<file path="config.mk">
export PLATFORM = sky130hd
export DESIGN_NAME = msq_ctrl
export DESIGN_NICKNAME = d
export VERILOG_FILES = /design/src/hdl/msq_pkg.sv /design/src/hdl/msq_ctrl.sv
export VERILOG_INCLUDE_DIRS = /design/src /design/src/hdl
export SDC_FILE = /design/constraint.sdc
export NUM_CORES = 1
export LEC_CHECK = 0
export ABC_AREA = 1
export BUFFER_PORTS_ARGS = -buffer_cell sky130_fd_sc_hd__buf_4
export CORE_MARGIN = 4
export CORE_UTILIZATION = 25
export DETAILED_ROUTE_END_ITERATION = 10
export GPL_TIMING_DRIVEN = 1
export PLACE_DENSITY_LB_ADDON = 0.1
export SYNTH_ARGS = -nofsm -noshare
export SYNTH_HDL_FRONTEND = slang
export SYNTH_SLANG_ARGS = --single-unit
</file>
<file path="constraint.sdc">
create_clock -name clk -period 9.94 [get_ports clk]
set_clock_uncertainty 0.05 [all_clocks]
set_input_delay 0.994 -clock clk [delete_from_list [all_inputs] [get_ports clk]]
set_output_delay 0.994 -clock clk [all_outputs]
set_load 0.02 [all_outputs]
</file>
<file path="src/hdl/assert_macros.svh">
// assertion macros shared by the rtl modules
`ifndef ASSERT_MACROS_SVH
`define ASSERT_MACROS_SVH

`ifndef SYNTH
// property holds on every clock edge out of reset
`define ASSERT_HOLDS(lbl, clk_s, rst_s, prop) \
    lbl: assert property (@(posedge clk_s) disable iff (!rst_s) (prop)) \
        else $error("assertion failed");
// antecedent implies consequent in the same cycle
`define ASSERT_IMPLY(lbl, clk_s, rst_s, ante, cons) \
    lbl: assert property (@(posedge clk_s) disable iff (!rst_s) (ante) |-> (cons)) \
        else $error("assertion failed");
`else
`define ASSERT_HOLDS(lbl, clk_s, rst_s, prop)
`define ASSERT_IMPLY(lbl, clk_s, rst_s, ante, cons)
`endif

`endif

</file>
<file path="src/hdl/msq_pkg.sv">
// shared constants, codes and the controller to datapath command struct
`default_nettype none

package msq_pkg;

    localparam int MAX_SIZE   = 64;
    localparam int IDX_W      = 6;
    localparam int SIZE_W     = 7;
    localparam int ADDR_W     = 12;
    localparam int CNT_W      = 13;
    localparam int ELEM_W     = 16;
    localparam int PROD_W     = 32;
    localparam int SUM_W      = 40;
    localparam int CFG_IDX_W  = 2;
    localparam int CFG_DATA_W = 7;

    localparam logic [CFG_IDX_W-1:0] CFG_MATRIX_SIZE = 2'd0;
    localparam logic [CFG_IDX_W-1:0] CFG_FIRST_ROW   = 2'd1;
    localparam logic [CFG_IDX_W-1:0] CFG_ROW_LIMIT   = 2'd2;

    localparam logic KIND_LOAD    = 1'b0;
    localparam logic KIND_COMPUTE = 1'b1;

    typedef enum logic [1:0] {
        STATUS_OK         = 2'd0,
        STATUS_NOT_LOADED = 2'd1,
        STATUS_RANGE_DONE = 2'd2
    } status_t;

    typedef struct packed {
        logic              wr_en;
        logic [ADDR_W-1:0] wr_addr;
        logic              setup;
        logic              issue;
        logic              k_first;
        logic              k_last;
        logic              row_end;
        logic [IDX_W-1:0]  col;
        logic [IDX_W-1:0]  row;
        logic [SIZE_W-1:0] size;
        logic              emit_status;
        status_t           status;
    } dp_cmd_t;

endpackage

`default_nettype wire

</file>
<file path="src/hdl/msq_ctrl.sv">
// controller: configuration registers, load bookkeeping and row sequencing
`default_nettype none
`include "assert_macros.svh"

module msq_ctrl (
    input  wire logic                            clk,
    input  wire logic                            rst_n,
    input  wire logic                            start,
    input  wire logic                            kind,
    input  wire logic                            cfg_valid,
    input  wire logic [msq_pkg::CFG_IDX_W-1:0]   cfg_index,
    input  wire logic [msq_pkg::CFG_DATA_W-1:0]  cfg_data,
    output logic                                 busy,
    output msq_pkg::dp_cmd_t                     cmd
);

    typedef enum logic [3:0] {
        ST_IDLE  = 4'b0001,
        ST_SETUP = 4'b0010,
        ST_RUN   = 4'b0100,
        ST_DRAIN = 4'b1000
    } state_t;

    state_t                          state_reg, state_next;
    logic [msq_pkg::SIZE_W-1:0]      size_reg, size_next;
    logic [msq_pkg::SIZE_W-1:0]      limit_reg, limit_next;
    logic [msq_pkg::CNT_W-1:0]       load_count_reg, load_count_next;
    logic [msq_pkg::SIZE_W-1:0]      next_row_reg, next_row_next;
    logic                            ready_reg, ready_next;
    logic [msq_pkg::IDX_W-1:0]       row_reg, row_next;
    logic [msq_pkg::SIZE_W-1:0]      n_reg, n_next;
    logic [msq_pkg::IDX_W-1:0]       j_reg, j_next;
    logic [msq_pkg::IDX_W-1:0]       k_reg, k_next;
    logic                            drain_reg, drain_next;

    logic [msq_pkg::SIZE_W-1:0]      eff_size;
    logic [msq_pkg::CNT_W-1:0]       total;
    logic [msq_pkg::SIZE_W-1:0]      end_row;
    logic [msq_pkg::CNT_W-1:0]       load_idx;
    logic                            k_at_end;
    logic                            j_at_end;

    always_comb
    begin
        if (size_reg == '0)
        begin
            eff_size = msq_pkg::SIZE_W'(1);
        end
        else if (size_reg > msq_pkg::SIZE_W'(msq_pkg::MAX_SIZE))
        begin
            eff_size = msq_pkg::SIZE_W'(msq_pkg::MAX_SIZE);
        end
        else
        begin
            eff_size = size_reg;
        end
    end

    assign total    = msq_pkg::CNT_W'(eff_size) * msq_pkg::CNT_W'(eff_size);
    assign end_row  = (limit_reg < eff_size) ? limit_reg : eff_size;
    // a finished matrix restarts the store on the next load
    assign load_idx = (ready_reg || (load_count_reg >= total)) ? '0 : load_count_reg;
    assign k_at_end = ({1'b0, k_reg} == (n_reg - msq_pkg::SIZE_W'(1)));
    assign j_at_end = ({1'b0, j_reg} == (n_reg - msq_pkg::SIZE_W'(1)));
    assign busy     = (state_reg != ST_IDLE);

    always_comb
    begin
        state_next      = state_reg;
        size_next       = size_reg;
        limit_next      = limit_reg;
        load_count_next = load_count_reg;
        next_row_next   = next_row_reg;
        ready_next      = ready_reg;
        row_next        = row_reg;
        n_next          = n_reg;
        j_next          = j_reg;
        k_next          = k_reg;
        drain_next      = drain_reg;

        cmd             = '0;
        cmd.wr_addr     = load_idx[msq_pkg::ADDR_W-1:0];
        cmd.row         = row_reg;
        cmd.size        = n_reg;
        cmd.col         = j_reg;
        cmd.k_first     = (k_reg == '0);
        cmd.k_last      = k_at_end;
        cmd.row_end     = j_at_end;
        cmd.status      = msq_pkg::STATUS_OK;

        unique case (state_reg)
            ST_IDLE:
            begin
                if (start)
                begin
                    if (kind == msq_pkg::KIND_LOAD)
                    begin
                        cmd.wr_en       = 1'b1;
                        load_count_next = load_idx + msq_pkg::CNT_W'(1);
                        ready_next      = (load_idx + msq_pkg::CNT_W'(1)) >= total;
                    end
                    else if (!ready_reg)
                    begin
                        cmd.emit_status = 1'b1;
                        cmd.status      = msq_pkg::STATUS_NOT_LOADED;
                    end
                    else if (next_row_reg >= end_row)
                    begin
                        cmd.emit_status = 1'b1;
                        cmd.status      = msq_pkg::STATUS_RANGE_DONE;
                    end
                    else
                    begin
                        row_next      = next_row_reg[msq_pkg::IDX_W-1:0];
                        n_next        = eff_size;
                        next_row_next = next_row_reg + msq_pkg::SIZE_W'(1);
                        j_next        = '0;
                        k_next        = '0;
                        state_next    = ST_SETUP;
                    end
                end
            end
            ST_SETUP:
            begin
                cmd.setup  = 1'b1;
                state_next = ST_RUN;
            end
            ST_RUN:
            begin
                cmd.issue = 1'b1;
                if (k_at_end)
                begin
                    k_next = '0;
                    if (j_at_end)
                    begin
                        drain_next = 1'b0;
                        state_next = ST_DRAIN;
                    end
                    else
                    begin
                        j_next = j_reg + msq_pkg::IDX_W'(1);
                    end
                end
                else
                begin
                    k_next = k_reg + msq_pkg::IDX_W'(1);
                end
            end
            ST_DRAIN:
            begin
                // wait out the product and accumulate stages
                drain_next = 1'b1;
                if (drain_reg)
                begin
                    state_next = ST_IDLE;
                end
            end
            default:
            begin
                state_next = ST_IDLE;
            end
        endcase

        if (cfg_valid)
        begin
            unique case (cfg_index)
                msq_pkg::CFG_MATRIX_SIZE:
                begin
                    size_next       = cfg_data;
                    load_count_next = '0;
                    ready_next      = 1'b0;
                end
                msq_pkg::CFG_FIRST_ROW:
                begin
                    next_row_next = {1'b0, cfg_data[msq_pkg::IDX_W-1:0]};
                end
                msq_pkg::CFG_ROW_LIMIT:
                begin
                    limit_next = cfg_data;
                end
                default:
                begin
                end
            endcase
        end
    end

    always_ff @(posedge clk or negedge rst_n)
    begin
        if (!rst_n)
        begin
            state_reg      <= ST_IDLE;
            size_reg       <= msq_pkg::SIZE_W'(msq_pkg::MAX_SIZE);
            limit_reg      <= msq_pkg::SIZE_W'(msq_pkg::MAX_SIZE);
            load_count_reg <= '0;
            next_row_reg   <= '0;
            ready_reg      <= 1'b0;
            row_reg        <= '0;
            n_reg          <= msq_pkg::SIZE_W'(1);
            j_reg          <= '0;
            k_reg          <= '0;
            drain_reg      <= 1'b0;
        end
        else
        begin
            state_reg      <= state_next;
            size_reg       <= size_next;
            limit_reg      <= limit_next;
            load_count_reg <= load_count_next;
            next_row_reg   <= next_row_next;
            ready_reg      <= ready_next;
            row_reg        <= row_next;
            n_reg          <= n_next;
            j_reg          <= j_next;
            k_reg          <= k_next;
            drain_reg      <= drain_next;
        end
    end

    `ASSERT_IMPLY(a_ready_means_full, clk, rst_n, ready_reg, load_count_reg == total)
    `ASSERT_HOLDS(a_count_bounded, clk, rst_n, load_count_reg <= total)
    `ASSERT_IMPLY(a_run_in_range, clk, rst_n, state_reg == ST_RUN,
                  ({1'b0, k_reg} < n_reg) && ({1'b0, j_reg} < n_reg))

endmodule

`default_nettype wire

</file>
# Word level (Yosys, flattened, before mapping)
# Cells that the tools add are included.
[totals] regBits=65 inputBits=14 out_inout_bits=41 elab_cells=104
[classes] n_addsub=5 n_mul=1 magnitude_cmp=5 n_eq_ne=17 mux=51 bitwise_logic=1 n_reduce_logical=13
[ops] op="13-bit 2-to-1 mux" count=6
[ops] op="7-bit 2-to-1 mux" count=10
[ops] op="6-bit 2-to-1 mux" count=7
[ops] op="4-bit 2-to-1 mux" count=7
[ops] op="13-bit greater-or-equal comparator" count=2
[ops] op="6-bit case mux with 2 select lines" count=2
[ops] op="2-bit != test (second input constant)" count=8
[ops] op="4-bit case mux with 4 select lines" count=1
[ops] op="3-bit 2-to-1 mux" count=5
[ops] op="6-bit by 7-bit equality test with 1-bit output" count=2
[ops] op="7-bit AND reduction" count=2
[ops] op="13-bit by 1-bit adder with 13-bit output (second input constant)" count=1
[ops] op="7-bit by 7-bit multiplier with 13-bit output" count=1
[ops] op="6-bit by 1-bit adder with 6-bit output (second input constant)" count=2
[ops] op="1-bit 2-to-1 mux" count=12
[ops] op="5-bit AND reduction" count=2
[ops] op="7-bit by 1-bit adder with 7-bit output (second input constant)" count=1
[ops] op="7-bit greater-or-equal comparator" count=1
[ops] op="7-bit > comparator (second input constant)" count=1
[ops] op="7-bit logical NOT" count=1
[ops] op="7-bit < comparator" count=1
[ops] op="7-bit by 1-bit subtractor with 7-bit output (second input constant)" count=1
[ops] op="6-bit logical NOT" count=1
[ops] op="4-bit by 1-bit equality test with 1-bit output (second input constant)" count=1
[ops] op="other kinds (13)" count=15

# Logic depth before layout (Yosys ltp)
# Gate-level depths: netlist of the first run.
[logic_depth] ltp_word=14 depth_mapped=52 mapped_depth_nobuf=51

# Worst setup path after synthesis of the first run
# Ideal clock, no wire load.
[synth_timing] kind="reg2reg" from="reg size_reg[1] (netlist name)" to="reg ready_reg" setup_ns=0.120 t_arrival_ns=8.019 required_time_ns=9.770 setup_slack_ns=1.751 path_stages_with_launch=47 period_less_slack_ns=8.189 path_cell_list="dfrtp_1 -> nor4_1 -> nand2_1 -> nand2_1 -> nand2_1 -> inv_1 -> nand2_1 -> fa_1 -> fa_1 -> inv_1 -> fa_1 -> inv_1 -> fa_1 -> inv_1 -> ha_1 -> nand2_1 -> o21ai_0 -> a21oi_1 -> [11 not listed] -> nand4_4 -> nor2_4 -> inv_2 -> nor2_4 -> nand2_2 -> xor2_1 -> inv_2 -> ha_1 -> a21o_1 -> a31oi_1 -> o2111ai_1 -> a21oi_1 -> o21bai_1 -> or2_2 -> nand2_1 -> nand2_1 -> nand2_1 -> a21oi_1"
[synth_rtl] item="start, declared" line="msq_ctrl.sv:25" text="logic [msq_pkg::SIZE_W-1:0] size_reg, size_next;"
[synth_rtl] item="start signal, assigned" line="msq_ctrl.sv:193" text="size_reg <= msq_pkg::SIZE_W'(msq_pkg::MAX_SIZE);"
[synth_rtl] item="start signal, assigned" line="msq_ctrl.sv:207" text="size_reg <= size_next;"
[synth_rtl] item="end signal, assigned" line="msq_ctrl.sv:211" text="ready_reg <= ready_next;"
[synth_rtl] item="end, declared" line="msq_ctrl.sv:29" text="logic ready_reg, ready_next;"

# Final worst setup path of the first run
[layout_timing] from="reg size_reg[1] (netlist name)" to="reg ready_reg"
[layout_between] elab_chain_len=14 word_cells_on_any_way=15
[layout_rtl] item="7-bit > comparator" line="msq_ctrl.sv:49" text="else if (size_reg > msq_pkg::SIZE_W'(msq_pkg::MAX_SIZE))"
[layout_rtl] item="7-bit 2-to-1 mux" line="msq_ctrl.sv:49"
[layout_rtl] item="7-bit 2-to-1 mux *" line="msq_ctrl.sv:45" text="if (size_reg == '0)"
[layout_rtl] item="net eff_size, one bit" line="msq_ctrl.sv:36" text="logic [msq_pkg::SIZE_W-1:0] eff_size;"
[layout_rtl] item="7-bit by 7-bit multiplier with 13-bit output *" line="msq_ctrl.sv:59" text="assign total = msq_pkg::CNT_W'(eff_size) * msq_pkg::CNT_W'(eff_size);"
[layout_rtl] item="13-bit greater-or-equal comparator" line="msq_ctrl.sv:62" text="assign load_idx = (ready_reg || (load_count_reg >= total)) ? '0 : load_count_reg;"
[layout_rtl] item="1-bit logical OR" line="msq_ctrl.sv:62"
[layout_rtl] item="13-bit 2-to-1 mux" line="msq_ctrl.sv:62"
[layout_rtl] item="13-bit by 1-bit adder with 13-bit output" line="msq_ctrl.sv:100" text="ready_next = (load_idx + msq_pkg::CNT_W'(1)) >= total;"
[layout_rtl] item="13-bit greater-or-equal comparator *" line="msq_ctrl.sv:100"
[layout_rtl] item="1-bit 2-to-1 mux *" line="msq_ctrl.sv:96" text="if (kind == msq_pkg::KIND_LOAD)"
[layout_rtl] item="1-bit 2-to-1 mux *" line="msq_ctrl.sv:94" text="if (start)"
[layout_rtl] item="1-bit 2-to-1 mux *" line="msq_ctrl.sv:91" text="unique case (state_reg)"
[layout_rtl] item="1-bit 2-to-1 mux" line="msq_ctrl.sv:166" text="unique case (cfg_index)"
[layout_rtl] item="1-bit 2-to-1 mux *" line="msq_ctrl.sv:164" text="if (cfg_valid)"
[layout_rtl] item="net ready_next" line="msq_ctrl.sv:29"
# The timed path passes the listed nets; every way through them passes the cells marked *.
# A chain may end at the register's enable or synchronous reset.

==> summary.txt, run 1 <==
Hold path
  – WHS Path Cells: 2
  – Hold Path Sink: row_reg[2]$_DFFE_PN0P_
  – Hold/Removal Path Class: reg2reg
  – Critical hold path startpoint: row_reg[2]$_DFFE_PN0P_

Yosys
  – Post-synth cell types: 53
  – Post-synth EDFFs: 0
  – Top FF cell, synth: dfrtp_1
  – Synth Warn #: 0
  – Area of the mapped netlist: 5769 um^2
  – #FFs+latches synth: 65
  – Sequential area share after synthesis: between 20% and 30%
  – Avg Inst Size Synth: 7.493 um^2
  – Async S/R FF share, synth: 100.0%
  – Post-Syn Instances: 770

CTS
  – Max Root-Sink Buffers: 2
  – Post-CTS Resized: 0
  – Root Buffer: clkbuf_16
  – Num CTS Buffers: 9
  – H-tree depth: 3
  – Post-CTS Setup Bufs: 0
  – Clock latency on the worst-skew pair: around 0.35 ns
  – Clock-pin slew on the worst setup and hold paths: 0.07 ns
  – CTS tree: done
  – TritonCTS Sinks: between 60 and 70
  – Hold buffers post-CTS: 0

Worst setup path
  – R2R depth: 49
  – WS Path Type: reg2reg
  – Top Family by Delay on Critical Path: adder cells
  – Worst EP arrival: 9.13 ns
  – Crit. End Element: flip-flop
  – Crit Reg-Reg Endpoint: ready_reg$_DFF_PN0_
  – CP most frequent cell: nand2_1
  – Reg2Reg Launch Point: size_reg[1]$_DFFE_PN0P_
  – Critical Path Max Stage Delay: roughly 0.54 ns
  – WP data required: 10.12 ns
  – Critical path peak fanout: 12
  – Reg2reg setup slack: 0.98 ns
  – CP bufs+invs: 8
  – Critical path launch point: size_reg[1]$_DFFE_PN0P_
  – CP startpoint kind: flip-flop
  – CP max-delay cell: fa_1

Placement
  – Detailed placement HPWL: around 13000 um
  – Buffers on Ports: 54
  – Final RePlAce weighted congestion: 0.7845
  – DP Area: 6497 um^2

Finish
  – Syn-to-layout area delta: 18.48%
  – Nets: 919
  – Final instance area: 6835 um^2
  – Fill cells: 2472
  – Reg area: 1632 um^2
  – Ratio of cells with drive above 1 in the final layout: 13.41%
  – Number of flip-flops in the largest register: 13
  – Diode count: 0
  – Area occupied by multi-input gates: 3586 um^2
  – Most common cell after layout, fill and taps aside: nand2_1
  – Most frequent cells in the layout: 158 x nand2_1, 124 x inv_1, 68 x nor2_1, 61 x dfrtp_1, 60 x ha_1

STA
  – Endpoints failing hold: 0
  – Setup TNS: 0 ns
  – Max_slew headroom: 39.11%
  – Post-layout min period: ~9.0 ns
  – Slew at the pin with the worst max-slew slack: 0.9134 ns
  – Period utilization: 90.10%
  – Setup Viol. Count Final: 0
  – RSZ-0062 raised after global routing: no
  – Maximum clock frequency: 111.7 MHz
  – Pins Over Slew Limit: 0

Floorplan
  – Core Area: 22640 um^2
  – Die W: 159.9 um
  – Starting Density: between 20% and 30%
  – Row Count: 55
  – Die height: between 150 and 200 um
  – Die area: 25570 um^2
  – Ports: 55

Detailed routing
  – DRT antenna net count: 0
  – Vias: 5042
  – Initial DRC count: 271
  – Detailed Route WL: 16740 um
  – Routed len/inst: 14.95 um
  – DRT Pass-1 Iters: 5
  – DRC Markers: 0
  – Via/cell ratio: ~4.5

Global route
  – Gr ovfl total: 0
  – Initial antenna violation count: 0
  – Number of global-route vias before repair: roughly 5.1k
  – Largest net degree at the start of global routing: 66
  – All-Layer GR Usage: 13.56%
  – First-pass GRT wire length: ~28000 um

Power
  – Maximum vdd drop: around 110 uV
  – Pleak: 3.486 nW
  – PwrDens: 317.9 nW/um^2

Job
  – Max-cap violations: 0

Status
  – Status: completed
-- kinds of logic after synthesis --
logic type	after synthesis	synth area share [%]
and+or+nand+nor	324	25.92
buffers and inverters	145	9.889
adders and majority gates	75	18.22
xor gates and xnor gates	34	5.162
DFF	65	28.28
other	2	0.1302
AOI/OAI and AO/OA	125	12.41
-- cell type report --
| type | count | share of cell area [%] |
|---|---|---|
| multi-input cells | 565 | 52.46 |
| flip-flops and latches | 65 | 23.87 |
| inverters | 132 | 7.249 |
| repair buffers | 57 | 6.260 |
| well taps | 285 | 5.217 |
| clock buffers | 11 | 3.698 |
| clock inverters | 5 | 1.245 |
-- synth_stat cells (all sizes together) (3+ instances only) --
library cell | count | area [um^2]
nor2 | 73 | 296.5
o21bai | 3 | 22.52
ha | 60 | 750.7
o21ai | 58 | 294.0
buf | 5 | 45.04
nand4 | 25 | 177.7
a22oi | 3 | 22.52
o211ai | 4 | 30.03
a31oi | 3 | 18.77
nand3 | 34 | 202.7
nor4 | 3 | 18.77
dfrtp | 61 | 1526
a21oi | 40 | 215.2
xor2 | 27 | 236.5
dfstp | 4 | 105.1
a211oi | 3 | 22.52
nor3 | 14 | 85.08
xnor2 | 7 | 61.31
nor3b | 3 | 27.52
clkbuf | 8 | 30.03
nand2 | 160 | 605.6
or2 | 5 | 31.28
fa | 15 | 300.3
nand3b | 3 | 22.52
inv | 131 | 491.7
-- metal layers --
layer  vias up  share of wire, %  global-route usage, %
li1       2630                 -                      -
met3        16               2.7                  2.477
met5         -                 0                      0
met2        62                46                  22.00
met1      2334                50                  18.80
met4         0               1.3                  3.285
-- worst reg2reg max path: cells and delay by family (launching register included) --
| kind | cells | cell delay [ns] |
|---|---|---|
| AOI/OAI and AO/OA | 7 | 0.94 |
| xor gates and xnor gates | 2 | 0.41 |
| adders and majority gates | 8 | 3.29 |
| and+or+nand+nor | 24 | 3.16 |
| DFF | 1 | 0.46 |
| buffers and inverters | 8 | 0.51 |
-- worst max path at each step --
stage,endpoint,slack (ns),cells after the start
final,ready_reg$_DFF_PN0_,0.98,49
after global routing,ready_reg$_DFF_PN0_,0.08,49
after CTS,ready_reg$_DFF_PN0_,0.93,49
after detailed placement,ready_reg$_DFF_PN0_,1.0,49
after global placement,ready_reg$_DFF_PN0_,1.17,45
after floorplan,ready_reg$_DFF_PN0_,1.75,46
-- report_power, final --
part           internal (mW)  switching (mW)
combinational          0.505           0.848
sequential             0.344           0.103
clock                  0.235           0.137
total                   1.08            1.09
-- through the flow --
| stage | total power, mW | hold slack, ns | utilization, % | cells | worst slack [ns] |
|---|---|---|---|---|---|
| 6_report | 2.173 | 0.4325 | 30.19 | 1120 | 0.9840 |
| 5_1_grt | 2.410 | 0.4488 | 30.19 | 1120 | 0.08205 |
| 4_1_cts | 2.201 | 0.4394 | 30.19 | 1120 | 0.9251 |
| 3_5_place_dp | 1.814 | 0.4210 | 28.70 | 1104 | 0.9987 |
| 3_3_place_gp | 1.832 | 0.4186 | 28.70 | 1104 | 1.173 |
| 2_1_floorplan | 1.421 | 0.4065 | - | 775 | 1.751 |
No activity file was read; power rests on OpenSTA's default activity.
==> run 2: changes to the inputs <==
Settings changed: CTS_BUF_LIST from default to sky130_fd_sc_hd__clkbuf_2 sky130_fd_sc_hd__clkbuf_4 sky130_fd_sc_hd__clkbuf_8, RECOVER_POWER from default to 100.
==> run 2 against run 1 <==
The flow now finishes with violations (capacitance limit, slew limit). Sequential cell count stayed put. Sequential power is 0.9% lower. Combinational power is 4% lower. Critical path depth stayed put. Design area is 4.3% lower. Wire length is 0.54% lower. Die area stayed put. Worst setup slack better by 0.033 ns. Highest routed layer unchanged. First-iteration DRC count is 8.5% lower. Non-clock buffer count stayed put. Register-to-register slack better by 0.03 ns.
==> summary.txt, run 2 (synthesis gave the netlist of run 1 again) <==
Power
  – Clock power frac: 14.0% (-3.1 points)
  – Sequential share of power: 22.1% (+1.5 points)
  – Maximum vdd drop: 94.51 uV (-16%)
  – PwrDens: 307.3 nW/um^2 (-3.3%)
  – Pint: 947.4 uW (-13%)
  – Pleak: 3.273 nW (-6.1%)
  – Net switching power: 1.064 mW (-2.3%)
  – Comb pwr share: 64.0% (+1.7 points)
  – Sw Share: 52.89% (+2.8 points)

Worst setup path
  – Reg2Reg Launch Point: size_reg[1]$_DFFE_PN0P_
  – Critical path peak fanout: 12 (unchanged)
  – WS Path Type: reg2reg
  – Reg2reg setup slack: 1.02 ns (+0.03 ns)
  – Worst EP arrival: 9.12 ns (about the same)
  – CP startpoint kind: flip-flop
  – WP data required: 10.13 ns (about the same)
  – Crit Reg-Reg Endpoint: ready_reg$_DFF_PN0_
  – Critical Path Max Stage Delay: 0.54 ns (about the same)
  – CP max-delay cell: fa_1
  – R2R depth: 49 (unchanged)
  – Crit. End Element: flip-flop
  – CP most frequent cell: nand2_1

CTS
  – Root Buffer: clkbuf_8
  – TritonCTS Sinks: 65 (unchanged)
  – Num CTS Buffers: 9 (unchanged)
  – Post-CTS Setup Bufs: 0 (unchanged)
  – Clock-pin slew on the worst setup and hold paths: 0.09 ns (+0.02 ns)
  – Hold buffers post-CTS: 0 (unchanged)
  – Post-CTS Resized: 0 (unchanged)
  – Max Root-Sink Buffers: 2 (unchanged)
  – CTS tree: done
  – Clock latency on the worst-skew pair: 0.37 ns (+0.02 ns)
  – H-tree depth: 3 (unchanged)

Placement
  – Detailed placement HPWL: 13270 um (unchanged)
  – Final RePlAce weighted congestion: 0.7845 (unchanged)
  – Buffers on Ports: 54 (unchanged)

Finish
  – Reg area: 1632 um^2 (unchanged)
  – Most common cell after layout, fill and taps aside: nand2_1
  – Ratio of cells with drive above 1 in the final layout: 7.066% (-6.3 points)
  – Most frequent cells in the layout: 159 x nand2_1, 125 x inv_1, 70 x nor2_1, 61 x dfrtp_1, 60 x ha_1
  – Nets: 919 (unchanged)
  – Fill cells: 2509 (+1.5%)
  – Syn-to-layout area delta: 13.42%
  – Number of flip-flops in the largest register: 13 (unchanged)
  – Area occupied by multi-input gates: 3546 um^2 (-1.1%)
  – Diode count: 0 (unchanged)

Floorplan
  – Row Count: 55 (unchanged)
  – Die height: 159.9 um (unchanged)
  – Die W: 159.9 um (unchanged)
  – Core Area: 22640 um^2 (unchanged)
  – Die area: 25570 um^2 (unchanged)
  – Ports: 55 (unchanged)
  – Starting Density: 25.48% (unchanged)

Detailed routing
  – Vias: 5055 (+0.26%)
  – DRT Pass-1 Iters: 5 (unchanged)
  – DRC Markers: 0 (unchanged)
  – DRT antenna net count: 0 (unchanged)
  – Initial DRC count: 248 (-8.5%)
  – Via/cell ratio: 4.513 (+0.26%)
  – Routed len/inst: 14.87 um (-0.54%)
  – Detailed Route WL: 16650 um (-0.54%)

STA
  – Post-layout min period: 8.923 ns (-0.03295 ns)
  – Pins Over Slew Limit: 66 (+66)
  – Period utilization: 89.77% (-0.33 points)
  – Hold_ws: 0.4356 ns (+0.003087 ns)
  – Maximum clock frequency: 112.1 MHz (+0.37%)
  – Endpoints failing hold: 0 (unchanged)
  – Slew at the pin with the worst max-slew slack: 3.813 ns (+2.899 ns)
  – Max_slew headroom: -154.2% (-190 points)
  – RSZ-0062 raised after global routing: no
  – Setup Viol. Count Final: 0 (unchanged)
  – Setup TNS: 0 ns (unchanged)

Global route
  – All-Layer GR Usage: 13.54% (-0.017 points)
  – First-pass GRT wire length: 27680 um (-0.13%)
  – Gr ovfl total: 0 (unchanged)
  – Number of global-route vias before repair: 5065 (-0.35%)
  – Initial antenna violation count: 0 (unchanged)
  – Largest net degree at the start of global routing: 66 (unchanged)

Hold path
  – Critical hold path startpoint: row_reg[2]$_DFFE_PN0P_
  – Hold Path Sink: row_reg[2]$_DFFE_PN0P_
  – Hold/Removal Path Class: reg2reg
  – WHS Path Cells: 2 (unchanged)

Status
  – Failing checks: capacitance limit, slew limit
  – Status: complete, but fails checks

Job
  – Max-cap violations: 1 (+1)
-- run 2: cell types whose count changed in the layout (fill, tap and decap cells not counted), moves of 3 or more --
| cell | before | now |
|---|---|---|
| buf_4 | 57 | 17 |
| clkbuf_1 | 0 | 40 |
| clkbuf_16 | 9 | 0 |
| clkbuf_8 | 2 | 11 |
| a21oi_1 | 36 | 39 |
| a21oi_2 | 4 | 1 |
-- run 2: worst max-delay path: cells and delay by family, from the launching register on --
| family | cells | cell delay, ns |
|---|---|---|
| buffers and inverters | 8 | 0.51 |
| AOI/OAI and AO/OA | 7 | 0.94 |
| and+or+nand+nor | 24 | 3.14 |
| adders and majority gates | 8 | 3.28 |
| xor gates and xnor gates | 2 | 0.42 |
| DFF | 1 | 0.46 |
-- run 2: final cells by class --
cell class | count | share of cell area, %
multi-input combinational | 565 | 54.19
clock buffer | 11 | 2.314
clock inverter | 5 | 1.300
sequential | 65 | 24.93
tap | 285 | 5.449
inverter | 132 | 7.572
timing repair buffer | 57 | 4.245
-- run 2: how the worst max path moves through the flow --
stage / cells after the start / endpoint / start
after floorplan: 46 / ready_reg$_DFF_PN0_ / size_reg[1]$_DFFE_PN0P_
after global placement: 45 / ready_reg$_DFF_PN0_ / size_reg[1]$_DFFE_PN0P_
after detailed placement: 49 / ready_reg$_DFF_PN0_ / size_reg[1]$_DFFE_PN0P_
after CTS: 49 / ready_reg$_DFF_PN0_ / size_reg[1]$_DFFE_PN0P_
after global routing: 49 / ready_reg$_DFF_PN0_ / size_reg[1]$_DFFE_PN0P_
final: 49 / ready_reg$_DFF_PN0_ / size_reg[1]$_DFFE_PN0P_
-- run 2: power groups by stage --
stage	logic [mW]	registers [mW]	clock network, mW
detailed placement	1.36	0.454	0
CTS	1.37	0.448	0.293
global route	1.49	0.458	0.305
finish	1.29	0.443	0.281
floorplan	0.976	0.445	0
global placement	1.38	0.453	0
-- run 2: stage by stage --
stage	utilization [%]	std cells	setup slack, ns	instance area, um^2	total power [mW]
global placement	28.70	1104	1.173	6497	1.832
CTS	29.74	1120	0.9197	6734	2.112
floorplan	-	775	1.751	5788	1.421
finish	28.90	1120	1.017	6544	2.011
global route	28.90	1120	0.07193	6544	2.255
detailed placement	28.70	1104	0.9987	6497	1.814
-- run 2: per-layer routing --
| layer | vias to the layer above | track usage, % | part of all wire [%] |
|---|---|---|---|
| met5 | - | 0 | 0 |
| met3 | 16 | 2.477 | 3.0 |
| li1 | 2630 | - | - |
| met2 | 72 | 21.88 | 45 |
| met1 | 2337 | 18.85 | 50 |
| met4 | 0 | 3.285 | 1.3 |
==> run 3: changes to the inputs <==
Settings changed: ABC_AREA 1 to default, SETUP_SLACK_MARGIN from default to 0.05.
==> run 3 against run 2 <==
Power fell by 47%. Clock power fell by 12%. Highest routed layer unchanged. Count of clock-buffer cells in the layout rose by 1. The flow still finishes with violations (capacitance limit, slew limit). Sequential power fell by 28%. Sequential cell count did not move. First-iteration DRC count fell by 35%. Synthesized cell count fell by 16%. Non-clock buffer count rose by 1. Area after synthesis fell by 2.4%. Critical endpoint unchanged. Wire length fell by 6.6%.
==> summary.txt, run 3 <==
Yosys
  – Post-Syn Instances: 643 (-16%)
  – Post-synth EDFFs: 0 (unchanged)
  – Async S/R FF share, synth: 100.0% (unchanged)
  – Top FF cell, synth: dfrtp_1
  – #FFs+latches synth: 65 (unchanged)
  – Post-synth cell types: 68 (+28%)
  – Synth top area share: 27.12% (+0.66 points)
  – Area of the mapped netlist: 5629 um^2 (-2.4%)
  – Most common cell in the netlist: nand2_1
  – Synth cell count leaders: 79 x nand2_1, 61 x dfrtp_1, 60 x ha_1
  – Sequential area share after synthesis: 28.98% (+0.70 points)
  – Synth area leaders: dfrtp_1 27%, ha_1 13%, fa_1 5.3%, nand2_1 5.3%, xor2_1 3.9%
  – Synth Warn #: 0 (unchanged)
  – Leading area contributor after synthesis: dfrtp_1
  – Avg Inst Size Synth: 8.755 um^2 (+17%)

CTS
  – Post-CTS Resized: 0 (unchanged)
  – Clock-pin slew on the worst setup and hold paths: 0.09 ns (about the same)
  – Post-CTS Setup Bufs: 0 (unchanged)
  – Max Root-Sink Buffers: 2 (unchanged)
  – TritonCTS Sinks: 65 (unchanged)
  – Hold buffers post-CTS: 0 (unchanged)
  – Root Buffer: clkbuf_8
  – H-tree depth: 3 (unchanged)
  – Clock latency on the worst-skew pair: 0.37 ns (about the same)
  – Num CTS Buffers: 9 (unchanged)
  – CTS tree: done

Power
  – Net switching power: 447.2 uW (-58%)
  – Sequential share of power: 29.9% (+7.8 points)
  – Pleak: 2.983 nW (-8.9%)
  – Clock power frac: 22.9% (+8.9 points)
  – Maximum vdd drop: 75.61 uV (-20%)
  – Pint: 627.7 uW (-34%)
  – Comb pwr share: 47.2% (-17 points)
  – Total power: 1.075 mW (-47%)
  – Sw Share: 41.61% (-11 points)
  – PwrDens: 167.7 nW/um^2 (-45%)

Detailed routing
  – Routed len/inst: 15.79 um (+6.2%)
  – Vias: 4648 (-8.1%)
  – DRT Pass-1 Iters: 4 (-1)
  – Via/cell ratio: 4.719 (+4.6%)
  – Detailed Route WL: 15550 um (-6.6%)
  – DRC Markers: 0 (unchanged)
  – DRT antenna net count: 0 (unchanged)
  – Initial DRC count: 161 (-35%)

Job
  – Max-cap violations: 1 (unchanged)

Placement
  – Buffers on Ports: 54 (unchanged)
  – Detailed placement HPWL: 12060 um (-9.1%)
  – Final RePlAce weighted congestion: 0.8561 (+9.1%)

Finish
  – Nets: 789 (-14%)
  – Syn-to-layout area delta: 13.89%
  – Most common cell after layout, fill and taps aside: nand2_1
  – Ratio of cells with drive above 1 in the final layout: 8.511% (+1.4 points)
  – Most frequent cells in the layout: 79 x nand2_1, 61 x dfrtp_1, 60 x ha_1, 49 x inv_1, 49 x nor2_1
  – Number of flip-flops in the largest register: 13 (unchanged)
  – Diode count: 0 (unchanged)

Floorplan
  – Starting Density: 25.64% (+0.15 points)
  – Die height: 158.1 um (-1.2%)
  – Ports: 55 (unchanged)
  – Die area: 24980 um^2 (-2.3%)
  – Die W: 158.1 um (-1.2%)
  – Row Count: 54 (-1.8%)
  – Core Area: 21960 um^2 (-3.0%)

Hold path
  – Hold/Removal Path Class: reg2reg
  – Critical hold path startpoint: row_reg[5]$_DFFE_PN0P_
  – Hold Path Sink: row_reg[5]$_DFFE_PN0P_
  – WHS Path Cells: 2 (unchanged)

Status
  – Failing checks: capacitance limit, slew limit
  – Status: complete, but fails checks

Global route
  – Largest net degree at the start of global routing: 66 (unchanged)
  – Number of global-route vias before repair: 4817 (-4.9%)
  – All-Layer GR Usage: 12.91% (-0.63 points)
  – Gr ovfl total: 0 (unchanged)
  – Initial antenna violation count: 0 (unchanged)
  – First-pass GRT wire length: 25760 um (-7.0%)

Worst setup path
  – Top Family by Delay on Critical Path: adder cells
  – Critical path peak fanout: 9 (-3)
  – Critical Path Max Stage Delay: 0.68 ns (+0.14 ns)
  – CP startpoint kind: flip-flop
  – CP max-delay cell: dfstp_1
  – Reg2Reg Launch Point: size_reg[6]$_DFFE_PN1P_
  – Crit. End Element: flip-flop
  – Crit Reg-Reg Endpoint: ready_reg$_DFF_PN0_
  – WS Path Type: reg2reg
  – R2R depth: 38 (-22%)
  – WP data required: 10.15 ns (+0.02 ns)
  – Reg2reg setup slack: 0.96 ns (-0.06 ns)
  – Worst EP arrival: 9.19 ns (+0.07 ns)
  – CP bufs+invs: 5 (-3)

STA
  – Period utilization: 90.35% (+0.58 points)
  – RSZ-0062 raised after global routing: no
  – Setup TNS: 0 ns (unchanged)
  – Maximum clock frequency: 111.3 MHz (-0.65%)
  – Max_slew headroom: -151.8% (+2.4 points)
  – Endpoints failing hold: 0 (unchanged)
  – Pins Over Slew Limit: 66 (unchanged)
  – Slew at the pin with the worst max-slew slack: 3.776 ns (-0.03611 ns)
  – Post-layout min period: 8.981 ns (+0.05803 ns)
  – Setup Viol. Count Final: 0 (unchanged)
==> run 3: cell type report <==
class                      instances  area [um^2]
fill                            2346        15550
timing repair buffer              58        311.5
inverter                          50        187.7
clock buffer                      12        152.6
multi-input combinational        516         3724
sequential                        65         1632
tap                              280        350.3
clock inverter                     4        53.80
==> run 3: worst max-delay path by stage <==
stage                       startpoint                   to  slack (ns)  cells after the start
2_1_floorplan  size_reg[6]$_DFFE_PN1P_  ready_reg$_DFF_PN0_        1.30                     39
3_3_place_gp   size_reg[6]$_DFFE_PN1P_  ready_reg$_DFF_PN0_        1.32                     37
3_5_place_dp   size_reg[6]$_DFFE_PN1P_  ready_reg$_DFF_PN0_        1.06                     37
4_1_cts        size_reg[6]$_DFFE_PN1P_  ready_reg$_DFF_PN0_        1.06                     37
5_1_grt        size_reg[6]$_DFFE_PN1P_  ready_reg$_DFF_PN0_        0.28                     38
6_report       size_reg[6]$_DFFE_PN1P_  ready_reg$_DFF_PN0_        0.96                     38
==> run 3: layer usage <==
layer	up-vias	GRT usage, %	part of all wire [%]
li1	2340	-	-
met1	2230	16.92	47
met2	67	22.48	49
met3	11	1.695	2.9
met4	0	3.371	1.2
met5	-	0	0
==> run 3: cells by family after synthesis <==
kind of cell	synth area share (%)
AND/OR/NAND/NOR	22.41
XOR/XNOR	7.313
flip-flops	28.98
AO/OA/AOI/OAI	14.03
other	0.1334
adder cells (fa/ha/maj)	18.67
buffers and inverters	4.912
multiplexers	3.556
==> run 3: metrics by stage <==
stage               worst slack [ns]  hold slack, ns  cells  utilization [%]  instance area, um^2
global placement               1.318          0.4119    969            28.89                 6345
CTS                            1.055          0.4352    985            29.83                 6551
global route                  0.2762          0.4598    985            29.20                 6411
detailed placement             1.059          0.4149    969            28.89                 6345
floorplan                      1.300          0.4106    648                -                 5648
finish                        0.9589          0.4251    985            29.20                 6411
==> run 3: tightest hold or removal path, delay by kind of cell, from the launching register on <==
family	cells	cell delay [ns]
DFF	1	0.34
and+or+nand+nor	2	0.10
==> run 3: power by group through the flow <==
stage / clock [mW] / combinational, mW / sequential, mW
after floorplan: 0 / 0.386 / 0.322
after CTS: 0.257 / 0.523 / 0.323
after global placement: 0 / 0.518 / 0.327
after detailed placement: 0 / 0.517 / 0.328
final: 0.246 / 0.508 / 0.321
after global routing: 0.268 / 0.583 / 0.326
